===== config.mk =====
export PLATFORM = sky130hd
export DESIGN_NAME = gcode_line_axis_stepper
export DESIGN_NICKNAME = d
export VERILOG_FILES = /design/src/hdl/gcls_pkg.sv /design/src/hdl/gcls_core.sv /design/src/hdl/gcls_outq.sv /design/src/hdl/gcode_line_axis_stepper.sv
export SDC_FILE = /design/constraint.sdc
export NUM_CORES = 1
export LEC_CHECK = 0
export BUFFER_PORTS_ARGS = -buffer_cell sky130_fd_sc_hd__buf_4
export CAP_MARGIN = 20
export CORE_UTILIZATION = 43
export CTS_BUF_LIST = sky130_fd_sc_hd__clkbuf_4 sky130_fd_sc_hd__clkbuf_8
export CTS_CLUSTER_DIAMETER = 60
export CTS_CLUSTER_SIZE = 12
export DETAILED_ROUTE_END_ITERATION = 10
export PLACE_DENSITY = 0.71
export SLEW_MARGIN = 10
export SYNTH_ARGS = -nofsm -noshare
export SYNTH_HDL_FRONTEND = slang
export SYNTH_SLANG_ARGS = --single-unit

===== constraint.sdc =====
create_clock -name aclk -period 10.6 [get_ports aclk]
set_input_delay 2.12 -clock aclk [delete_from_list [all_inputs] [get_ports aclk]]
set_output_delay 2.12 -clock aclk [all_outputs]
set_load 0.05 [all_outputs]

===== src/hdl/gcls_pkg.sv =====
// Shared constants, types and command patterns for the G-code line axis stepper.
package gcls_pkg;

    localparam int LINE_CAPACITY = 32;
    localparam int CNT_W = $clog2(LINE_CAPACITY);

    localparam logic [15:0] STEP_PERIOD_RST   = 16'd100;
    localparam logic [15:0] REPORT_PERIOD_RST = 16'd2000;
    localparam logic [31:0] POS_RST           = 32'sd50;

    localparam logic [7:0] CH_NEWLINE = 8'd10;

    // prefix flag bits
    localparam int FLG_STOP = 0;
    localparam int FLG_GOTO = 1;
    localparam int FLG_HOME = 2;

    localparam logic [7:0] PAT_STOP [0:1] = '{8'h4D, 8'h30};               // "M0"
    localparam logic [7:0] PAT_GOTO [0:3] = '{8'h47, 8'h30, 8'h20, 8'h58}; // "G0 X"
    localparam logic [7:0] PAT_HOME [0:2] = '{8'h47, 8'h32, 8'h38};        // "G28"

    typedef enum logic [0:0] {
        CFG_STEP_PERIOD   = 1'b0,
        CFG_REPORT_PERIOD = 1'b1
    } cfg_idx_t;

    typedef enum logic [2:0] {
        KIND_STOP_OK  = 3'd0,
        KIND_GOTO_ACK = 3'd1,
        KIND_HOME_ACK = 3'd2,
        KIND_REPORT   = 3'd3,
        KIND_MOVE_OK  = 3'd4
    } kind_t;

    typedef enum logic [1:0] {
        NUM_SKIP   = 2'd0,
        NUM_SIGN   = 2'd1,
        NUM_DIGITS = 2'd2,
        NUM_DONE   = 2'd3
    } num_phase_t;

    // results caused by one input word
    typedef struct packed {
        logic [1:0]  cnt;
        kind_t       kind0;
        logic [31:0] value0;
        kind_t       kind1;
        logic [31:0] value1;
    } res_pair_t;

endpackage


===== src/hdl/gcls_core.sv =====
// Command line parser, tick counters and axis position state.
module gcls_core (
    input  logic                aclk,
    input  logic                aresetn,
    input  logic                cfg_wr_en,
    input  logic [0:0]          cfg_index,
    input  logic [15:0]         cfg_data,
    input  logic                in_fire,
    input  logic                in_mode,
    input  logic [7:0]          in_byte,
    output gcls_pkg::res_pair_t res
);
    import gcls_pkg::*;

    logic [15:0]      step_period_reg, report_period_reg;
    logic [31:0]      position_reg, position_next;
    logic [31:0]      target_reg, target_next;
    logic             moving_reg, moving_next;
    logic [CNT_W-1:0] char_count_reg, char_count_next;
    logic [2:0]       flags_reg, flags_next;
    num_phase_t       phase_reg, phase_next;
    logic [31:0]      accum_reg, accum_next;
    logic             neg_reg, neg_next;
    logic [15:0]      step_ticks_reg, step_ticks_next;
    logic [15:0]      report_ticks_reg, report_ticks_next;

    logic [16:0] step_inc, report_inc, step_p, report_p;
    logic [35:0] prod;
    logic [31:0] num_value, pos_moved;
    logic        is_digit, is_space, stored;
    logic [CNT_W-1:0] cnt_upd;
    logic [2:0]  flags_upd;
    num_phase_t  phase_upd;
    logic [31:0] accum_upd;
    logic        neg_upd;

    always_comb begin
        step_p   = (step_period_reg == 16'd0) ? 17'd1 : {1'b0, step_period_reg};
        report_p = (report_period_reg == 16'd0) ? 17'd1 : {1'b0, report_period_reg};
        step_inc   = {1'b0, step_ticks_reg} + 17'd1;
        report_inc = {1'b0, report_ticks_reg} + 17'd1;
        pos_moved  = ($signed(position_reg) > $signed(target_reg)) ?
                     position_reg - 32'd1 : position_reg + 32'd1;

        is_digit = (in_byte >= 8'h30) && (in_byte <= 8'h39);
        is_space = (in_byte == 8'd32) || ((in_byte >= 8'd9) && (in_byte <= 8'd13));
        prod = ({4'd0, accum_reg} << 3) + ({4'd0, accum_reg} << 1)
             + {32'd0, in_byte[3:0] - 4'd0};

        // line storage, prefix matching and number parsing
        stored    = ({1'b0, char_count_reg} < (CNT_W+1)'(LINE_CAPACITY - 1));
        cnt_upd   = char_count_reg;
        flags_upd = flags_reg;
        phase_upd = phase_reg;
        accum_upd = accum_reg;
        neg_upd   = neg_reg;
        if (stored) begin
            cnt_upd = char_count_reg + CNT_W'(1);
            if (char_count_reg < CNT_W'(2) && in_byte != PAT_STOP[char_count_reg[0]])
                flags_upd[FLG_STOP] = 1'b0;
            if (char_count_reg < CNT_W'(4) && in_byte != PAT_GOTO[char_count_reg[1:0]])
                flags_upd[FLG_GOTO] = 1'b0;
            if (char_count_reg < CNT_W'(3) && in_byte != PAT_HOME[char_count_reg[1:0]])
                flags_upd[FLG_HOME] = 1'b0;
            if (char_count_reg >= CNT_W'(4)) begin
                if (phase_reg == NUM_SKIP && is_space) begin
                    phase_upd = NUM_SKIP;
                end else if (phase_reg == NUM_SKIP && (in_byte == 8'h2B || in_byte == 8'h2D)) begin
                    neg_upd   = (in_byte == 8'h2D);
                    phase_upd = NUM_SIGN;
                end else if (phase_reg != NUM_DONE && is_digit) begin
                    accum_upd = (prod > 36'h080000000) ? 32'h80000000 : prod[31:0];
                    phase_upd = NUM_DIGITS;
                end else begin
                    phase_upd = NUM_DONE;
                end
            end
        end

        if (neg_upd)
            num_value = accum_upd[31] ? 32'h80000000 : (32'd0 - accum_upd);
        else
            num_value = accum_upd[31] ? 32'h7FFFFFFF : accum_upd;

        position_next     = position_reg;
        target_next       = target_reg;
        moving_next       = moving_reg;
        char_count_next   = char_count_reg;
        flags_next        = flags_reg;
        phase_next        = phase_reg;
        accum_next        = accum_reg;
        neg_next          = neg_reg;
        step_ticks_next   = step_ticks_reg;
        report_ticks_next = report_ticks_reg;
        res = '{cnt: 2'd0, kind0: KIND_STOP_OK, value0: position_reg,
                kind1: KIND_STOP_OK, value1: position_reg};

        if (in_mode) begin
            if (report_ticks_reg == 16'd0) begin
                res.cnt    = 2'd1;
                res.kind0  = KIND_REPORT;
                res.value0 = position_reg;
            end
            if (step_ticks_reg == 16'd0 && moving_reg && position_reg != target_reg) begin
                position_next = pos_moved;
                if (pos_moved == target_reg) begin
                    moving_next = 1'b0;
                    if (res.cnt == 2'd0) begin
                        res.kind0  = KIND_MOVE_OK;
                        res.value0 = pos_moved;
                    end else begin
                        res.kind1  = KIND_MOVE_OK;
                        res.value1 = pos_moved;
                    end
                    res.cnt = res.cnt + 2'd1;
                end
            end
            report_ticks_next = (report_inc >= report_p) ? 16'd0 : report_inc[15:0];
            step_ticks_next   = (step_inc >= step_p) ? 16'd0 : step_inc[15:0];
        end else if (in_byte != 8'd0) begin
            char_count_next = cnt_upd;
            flags_next      = flags_upd;
            phase_next      = phase_upd;
            accum_next      = accum_upd;
            neg_next        = neg_upd;
            if (in_byte == CH_NEWLINE) begin
                if (flags_upd[FLG_STOP] && cnt_upd >= CNT_W'(2)) begin
                    moving_next = 1'b0;
                    target_next = position_reg;
                    res.cnt     = 2'd1;
                    res.kind0   = KIND_STOP_OK;
                    res.value0  = position_reg;
                end else if (flags_upd[FLG_GOTO] && cnt_upd >= CNT_W'(4)) begin
                    moving_next = 1'b1;
                    target_next = num_value;
                    res.cnt     = 2'd1;
                    res.kind0   = KIND_GOTO_ACK;
                    res.value0  = num_value;
                end else if (flags_upd[FLG_HOME] && cnt_upd >= CNT_W'(3)) begin
                    moving_next = 1'b1;
                    res.cnt     = 2'd1;
                    res.kind0   = KIND_HOME_ACK;
                    res.value0  = position_reg;
                end
                char_count_next = '0;
                flags_next      = 3'b111;
                phase_next      = NUM_SKIP;
                accum_next      = '0;
                neg_next        = 1'b0;
            end
        end
    end

    always_ff @(posedge aclk) begin
        if (!aresetn) begin
            step_period_reg   <= STEP_PERIOD_RST;
            report_period_reg <= REPORT_PERIOD_RST;
            position_reg      <= POS_RST;
            target_reg        <= POS_RST;
            moving_reg        <= 1'b0;
            char_count_reg    <= '0;
            flags_reg         <= 3'b111;
            phase_reg         <= NUM_SKIP;
            accum_reg         <= '0;
            neg_reg           <= 1'b0;
            step_ticks_reg    <= '0;
            report_ticks_reg  <= '0;
        end else begin
            if (cfg_wr_en) begin
                case (cfg_idx_t'(cfg_index))
                    CFG_STEP_PERIOD:   step_period_reg   <= cfg_data;
                    CFG_REPORT_PERIOD: report_period_reg <= cfg_data;
                    default: ;
                endcase
            end
            if (in_fire) begin
                position_reg     <= position_next;
                target_reg       <= target_next;
                moving_reg       <= moving_next;
                char_count_reg   <= char_count_next;
                flags_reg        <= flags_next;
                phase_reg        <= phase_next;
                accum_reg        <= accum_next;
                neg_reg          <= neg_next;
                step_ticks_reg   <= step_ticks_next;
                report_ticks_reg <= report_ticks_next;
            end
        end
    end

endmodule


===== src/hdl/gcls_outq.sv =====
// Two-entry result register feeding the output stream.
module gcls_outq (
    input  logic                aclk,
    input  logic                aresetn,
    input  logic                push,
    input  gcls_pkg::res_pair_t res,
    output logic                space,
    output logic                m_tvalid,
    input  logic                m_tready,
    output logic [31:0]         m_tdata,
    output logic [2:0]          m_tuser,
    output logic                m_tlast
);
    import gcls_pkg::*;

    logic [1:0]  cnt_reg;
    kind_t       head_kind_reg, tail_kind_reg;
    logic [31:0] head_val_reg, tail_val_reg;
    logic        head_last_reg;
    logic        pop;

    assign m_tvalid = (cnt_reg != 2'd0);
    assign pop      = m_tvalid && m_tready;
    // room when the register is empty, or drains its final word this cycle
    assign space    = (cnt_reg == 2'd0) || (cnt_reg == 2'd1 && m_tready);
    assign m_tdata  = head_val_reg;
    assign m_tuser  = head_kind_reg;
    assign m_tlast  = head_last_reg;

    always_ff @(posedge aclk) begin
        if (!aresetn) begin
            cnt_reg <= 2'd0;
        end else if (push) begin
            cnt_reg <= res.cnt;
        end else if (pop) begin
            cnt_reg <= cnt_reg - 2'd1;
        end
    end

    always_ff @(posedge aclk) begin
        if (push) begin
            head_kind_reg <= res.kind0;
            head_val_reg  <= res.value0;
            head_last_reg <= (res.cnt == 2'd1);
            tail_kind_reg <= res.kind1;
            tail_val_reg  <= res.value1;
        end else if (pop) begin
            head_kind_reg <= tail_kind_reg;
            head_val_reg  <= tail_val_reg;
            head_last_reg <= 1'b1;
        end
    end

endmodule


===== src/hdl/gcode_line_axis_stepper.sv =====
// Top level of the G-code line axis stepper.
// Input stream: s_tuser = 0 carries a received serial byte in s_tdata,
// s_tuser = 1 is a one millisecond tick. Nonzero bytes build a command line
// ended by newline; "M0", "G0 X<n>" and "G28" are recognized by prefix.
// Ticks drive the periodic position report and single steps of a move.
// Output stream: m_tuser is the result kind, m_tdata the 32-bit value,
// m_tlast marks the final word caused by one input word (at most two).
// Configuration: cfg_wr_en/cfg_index/cfg_data set step_period (0) and
// report_period (1); write only while the block is idle.
// Results are registered and appear in the cycle after the input word is accepted.
// Throughput: one input word per cycle while m_tready is high and each
// causes at most one result; after a word causing two results, the next
// word enters only as the two-entry result register drains its final word.
// Stall: while the receiver holds m_tready low with words pending,
// s_tready drops; no state is lost.
// Reset (aresetn low, synchronous): position and target 50, idle, empty
// line, counters zero, periods 100 and 2000, no results pending.
module gcode_line_axis_stepper (
    input  logic        aclk,
    input  logic        aresetn,
    input  logic        cfg_wr_en,
    input  logic [0:0]  cfg_index,
    input  logic [15:0] cfg_data,
    input  logic        s_tvalid,
    output logic        s_tready,
    input  logic [7:0]  s_tdata,   // [7:0] rx_byte
    input  logic        s_tuser,   // [0] mode
    output logic        m_tvalid,
    input  logic        m_tready,
    output logic [31:0] m_tdata,   // [31:0] value
    output logic [2:0]  m_tuser,   // [2:0] kind
    output logic        m_tlast
);
    import gcls_pkg::*;

    res_pair_t res;
    logic      space;
    logic      in_fire;

    assign s_tready = space;
    assign in_fire  = s_tvalid && space;

    gcls_core u_core (
        .aclk      (aclk),
        .aresetn   (aresetn),
        .cfg_wr_en (cfg_wr_en),
        .cfg_index (cfg_index),
        .cfg_data  (cfg_data),
        .in_fire   (in_fire),
        .in_mode   (s_tuser),
        .in_byte   (s_tdata),
        .res       (res)
    );

    gcls_outq u_outq (
        .aclk     (aclk),
        .aresetn  (aresetn),
        .push     (in_fire),
        .res      (res),
        .space    (space),
        .m_tvalid (m_tvalid),
        .m_tready (m_tready),
        .m_tdata  (m_tdata),
        .m_tuser  (m_tuser),
        .m_tlast  (m_tlast)
    );

endmodule

After elaboration in Yosys (flattened, before gate mapping)
Cells that the tools add are included.

Register bits after elaboration: 245. Logic and storage cells: 181. Output and inout port bits: 38.

Bitwise gates (word level): 4. $lt $le $gt $ge: 18. Equality and inequality tests: 14. Muxes and demuxes: 73. Reduce and logical (&&, ||, !) cells: 44. Add/sub/neg operators: 10.

Operators by type and width (number): $mux W32 (15); $mux W37 (6); $mux W72 (2); $mux W36 (2); $mux W35 (2); $logic_not A16 Y1 (4); $mux W16 (4); $mux W8 (6); $add A35 B33 Y36 (1); $add A36 B4 Y36 (1); $gt A36 B32 Y1 const B (1); $add A16 B1 Y17 const B (2); $ge A17 B17 Y1 (2); $add A32 B1 Y32 const B (1); $bmux W8 S2 (2); $eq A32 B32 Y1 (1); $gt A32 B32 Y1 (1); $ne A32 B32 Y1 (1); $sub A1 B32 Y32 const A (1); $sub A32 B1 Y32 const B (1); $mux W31 (1); $eq A8 B6 Y1 const B (3); $ne A8 B8 Y1 (3); $mux W1 (19); other kinds (35) (81).

Depth between registers and ports, before layout
Word-level depth: 19. Gate-level depth with buffers: 26. Depth with buffers taken out: 25.

Cells and area by module
From an unflattened synthesis, not the netlist that was laid out.

Cells, all modules: 2525. Area total of the unflattened synthesis: 20215.6 um^2.

By module, submodules not included: gcls_core (area an instance 17464.2 um^2, instances 1, cells an instance 2393, sequential area each 3443.3 um^2); gcls_outq (area an instance 2745.1 um^2, instances 1, cells an instance 131, sequential area each 2172.1 um^2); gcode_line_axis_stepper (area an instance 6.3 um^2, instances 1, cells an instance 1, sequential area each 0.0 um^2).

Worst setup path after synthesis
OpenSTA, ideal clock, no wires.

Kind: reg-to-reg. From: register u_core.target_reg[17]. To: register u_outq.tail_val_reg[28], data pin. Stages on the path, launching flop included: 25. Slack: 3089 ps. Library setup time: 260 ps. Required time: 10340 ps. Data arrival time: 7251 ps. Path buffers: 3. Cell sequence: dfxtp_1 inv_1 ha_1 a21oi_1 o22ai_1 nor3_1 o22ai_1 or3b_2 o21ai_0 ha_1 buf_2 a211oi_2 o22ai_1 o211a_1 nor2_2 xnor3_1 a2111o_1 nor4_1 and4_1 nand4_1 inv_1 and3_1 buf_2 buf_4 mux2_2.

RTL lines: start, declared (line gcls_core.sv:17) `logic [31:0] target_reg, target_next;`; start signal, assigned (line gcls_core.sv:178) `target_reg <= target_next;`; end signal, assigned (line gcls_outq.sv:46) `tail_val_reg <= res.value1;`; end, declared (line gcls_outq.sv:18) `logic [31:0] head_val_reg, tail_val_reg;`.

==> metrics.yaml <==
status:
  status: "completed"
global_routing:
  antenna_found_initial: 0
  grt_use_total_pct: 28.4
  overflow: 0
  grt_pass1_wl_um: 112000
  grt_pass1_vias: 19378
  grt_max_degree: 85
setup_path:
  worst-path-max-fanout: 32
  cp.required_ps: 10970
  cp.arrival_ps: 8080
  startpoint_type: "register"
  critical_path_class: "register to register"
  crit_path_end_kind: "register"
route:
  drc: 0
  wl_per_cell_um: 22.7
  drt_pre_antenna_iters: 6
  num_vias: 20605
  routed_wl_um: 72300
  viasPerCell: 6.46
  drt_iter0_markers: 2315
  drtAntennaViolNets: 0
worst_hold_path:
  hold_class: "register to register"
timing:
  final.min_clock_period_ps: 7720
  tightest_slew_ps: 1150
  tns_ps: 0
  relSlewSlack_pct: 23.1
  timing.final.crit_share_pct: 72.8
  drv_slew: 0
  finalSetupViolations: 0
  max_freq_mhz: 130
  skew_ps: 38.0
  hold_viol: 0
  rsz0062_at_grt: "no"
clock_network:
  cts_tree: "built"
  cts.clk_slew.worst_paths_ps: 90
  hold_buffers: 0
  cts_inserted_buffers: 27
  ctsResizeCount: 0
  worstSkewPairLatency_ps: 620
  clock_sinks: 243
  post_cts_buffers: 0
  cts-root-buf: "clkbuf_8"
  cts-htree-levels: 1
  cts.path.max_buffers: 3
synth:
  synthFlopType: "dfxtp_1"
  netlist-cell-type-count: 110
  syn-num-nets: 2785
  avgSynthCellArea_um2: 8.13
  synth_edf_count: 69
  async_flop_share_pct: 0
  synthesis.area_um2: 21000
  netlist_instances: 2581
  synth_warnings: 0
  seq_area_frac_synth_pct: 26.5
  ys_ff_latch: 243
power:
  power_density_nw_per_um2: 100
  p_leak_uw: 0.00913
  vdd_ir_drop_max_mv: 0.127
placement:
  hpwl_um: 53200
  gp_congestion: 0.995
  postPlaceCellArea_um2: 21800
  io_buffers: 68
  dp_cells: 3138
finish:
  fin_nets: 2757
  final_core_utilization_pct: 46.8
  final_cell_mix: "308 x nand2_1, 174 x dfxtp_1, 170 x ha_1"
  seq_area_um2: 5560
  multi_input_area_um2: 14400
  final_common_cell: "nand2_1"
  nFillCells: 4706
  area_delta_synth_final_pct: 7.05
  drive_above_1_share_pct: 9.10
  fin_cells: 3188
  stdcell_area_um2: 22500
floorplan:
  rows: 80
  core_area_um2: 47900
  fp.dieH_um: 223
  die_w_um: 223
  io_pins: 69
  dieArea_um2: 49700
  start_util_pct: 43.7
job:
  maxCapViolCount: 0
==> where the power goes <==
part	internal, uW	switching [uW]	total [uW]
Clock	372	378	750
Combinational	120	307	427
Sequential	1030	34.5	1070
==> cell usage after synthesis, drive strengths merged, types with 17 or more instances <==
| library cell | number | area share (%) |
|---|---|---|
| a211oi | 21 | 0.80 |
| a21boi | 58 | 2.1 |
| a21o | 33 | 1.2 |
| a21oi | 136 | 3.3 |
| a22oi | 52 | 1.9 |
| a31oi | 24 | 0.75 |
| and2 | 50 | 1.5 |
| and3 | 44 | 1.3 |
| buf | 44 | 1.2 |
| clkbuf | 110 | 2.0 |
| dfxtp | 174 | 17 |
| edfxtp | 69 | 9.9 |
| ha | 170 | 10 |
| inv | 107 | 1.9 |
| mux2 | 29 | 1.6 |
| mux2i | 31 | 1.5 |
| nand2 | 310 | 5.5 |
| nand2b | 24 | 0.72 |
| nand3 | 84 | 2.0 |
| nand4 | 47 | 1.5 |
| nor2 | 158 | 2.8 |
| nor2b | 65 | 1.9 |
| nor3 | 61 | 1.5 |
| nor4 | 28 | 0.86 |
| o211a | 17 | 0.81 |
| o211ai | 40 | 1.4 |
| o21a | 31 | 1.1 |
| o21ai | 159 | 3.9 |
| o22ai | 17 | 0.51 |
| or3 | 18 | 0.56 |
| xnor2 | 71 | 3.0 |
| xor2 | 40 | 1.7 |
==> routing by layer <==
metal	vias to the layer above	GRT usage (%)	wire (um)	part of all wire (%)
met2	968	45.3	32300	45
li1	9538	-	-	-
met4	0	9.23	2280	3.2
met1	9945	39.0	31500	44
met3	154	4.78	6150	8.5
met5	-	0	0	0
==> per-stage QoR <==
stage	total power (uW)	hold WS [ps]	worst slack, ps
after detailed placement	1510	460	2550
after CTS	2260	472	3090
after global placement	1510	454	2720
after global routing	2320	501	2520
final	2250	474	2880
after floorplan	1360	435	3090
==> cell type report <==
class	count	share of cell area (%)
multi-input cells	2077	64.1
flip-flops and latches	243	24.7
well taps	615	3.43
repair buffers	97	3.25
clock buffers	41	2.18
inverters	107	1.79
clock inverters	7	0.541
diodes	1	0.0111
==> cells by family after synthesis <==
kind of cell | count (synthesis) | synth area share [%]
compound gates | 767 | 26.0
xor+xnor | 124 | 6.03
fa+ha+maj | 173 | 10.4
buf+inv | 261 | 5.11
flops | 243 | 26.5
mux | 60 | 3.04
simple gates | 953 | 22.9
==> critical path, cell delays in order (launching register included) <==
cell and delay, ps:
dfxtp_1 420, inv_1 140, ha_1 360, a21oi_1 170, o22ai_1 90, nor3_1 140
o22ai_1 120, or3b_2 460, o21ai_2 120, buf_4 410, ha_1 440, a211oi_2 300
o22ai_1 180, o211a_1 320, nor2_2 250, xnor3_1 260, a2111o_1 400, nor4_1 540
and4_1 340, nand4_1 330, inv_1 210, and3_2 980, mux2_2 430
==> path summary, 6_finish.rpt <==
check                                                to  slack [ps]                   from  cells after the start
worst max register to register  u_outq.tail_val_reg[19]        2880  u_core.target_reg[17]                     22
worst min register to register        u_core.moving_reg         470      u_core.moving_reg                      2
worst max-delay path            u_outq.tail_val_reg[19]        2880  u_core.target_reg[17]                     22
worst min-delay path                  u_core.moving_reg         470      u_core.moving_reg                      2
No activity file was read; power rests on OpenSTA's default activity.
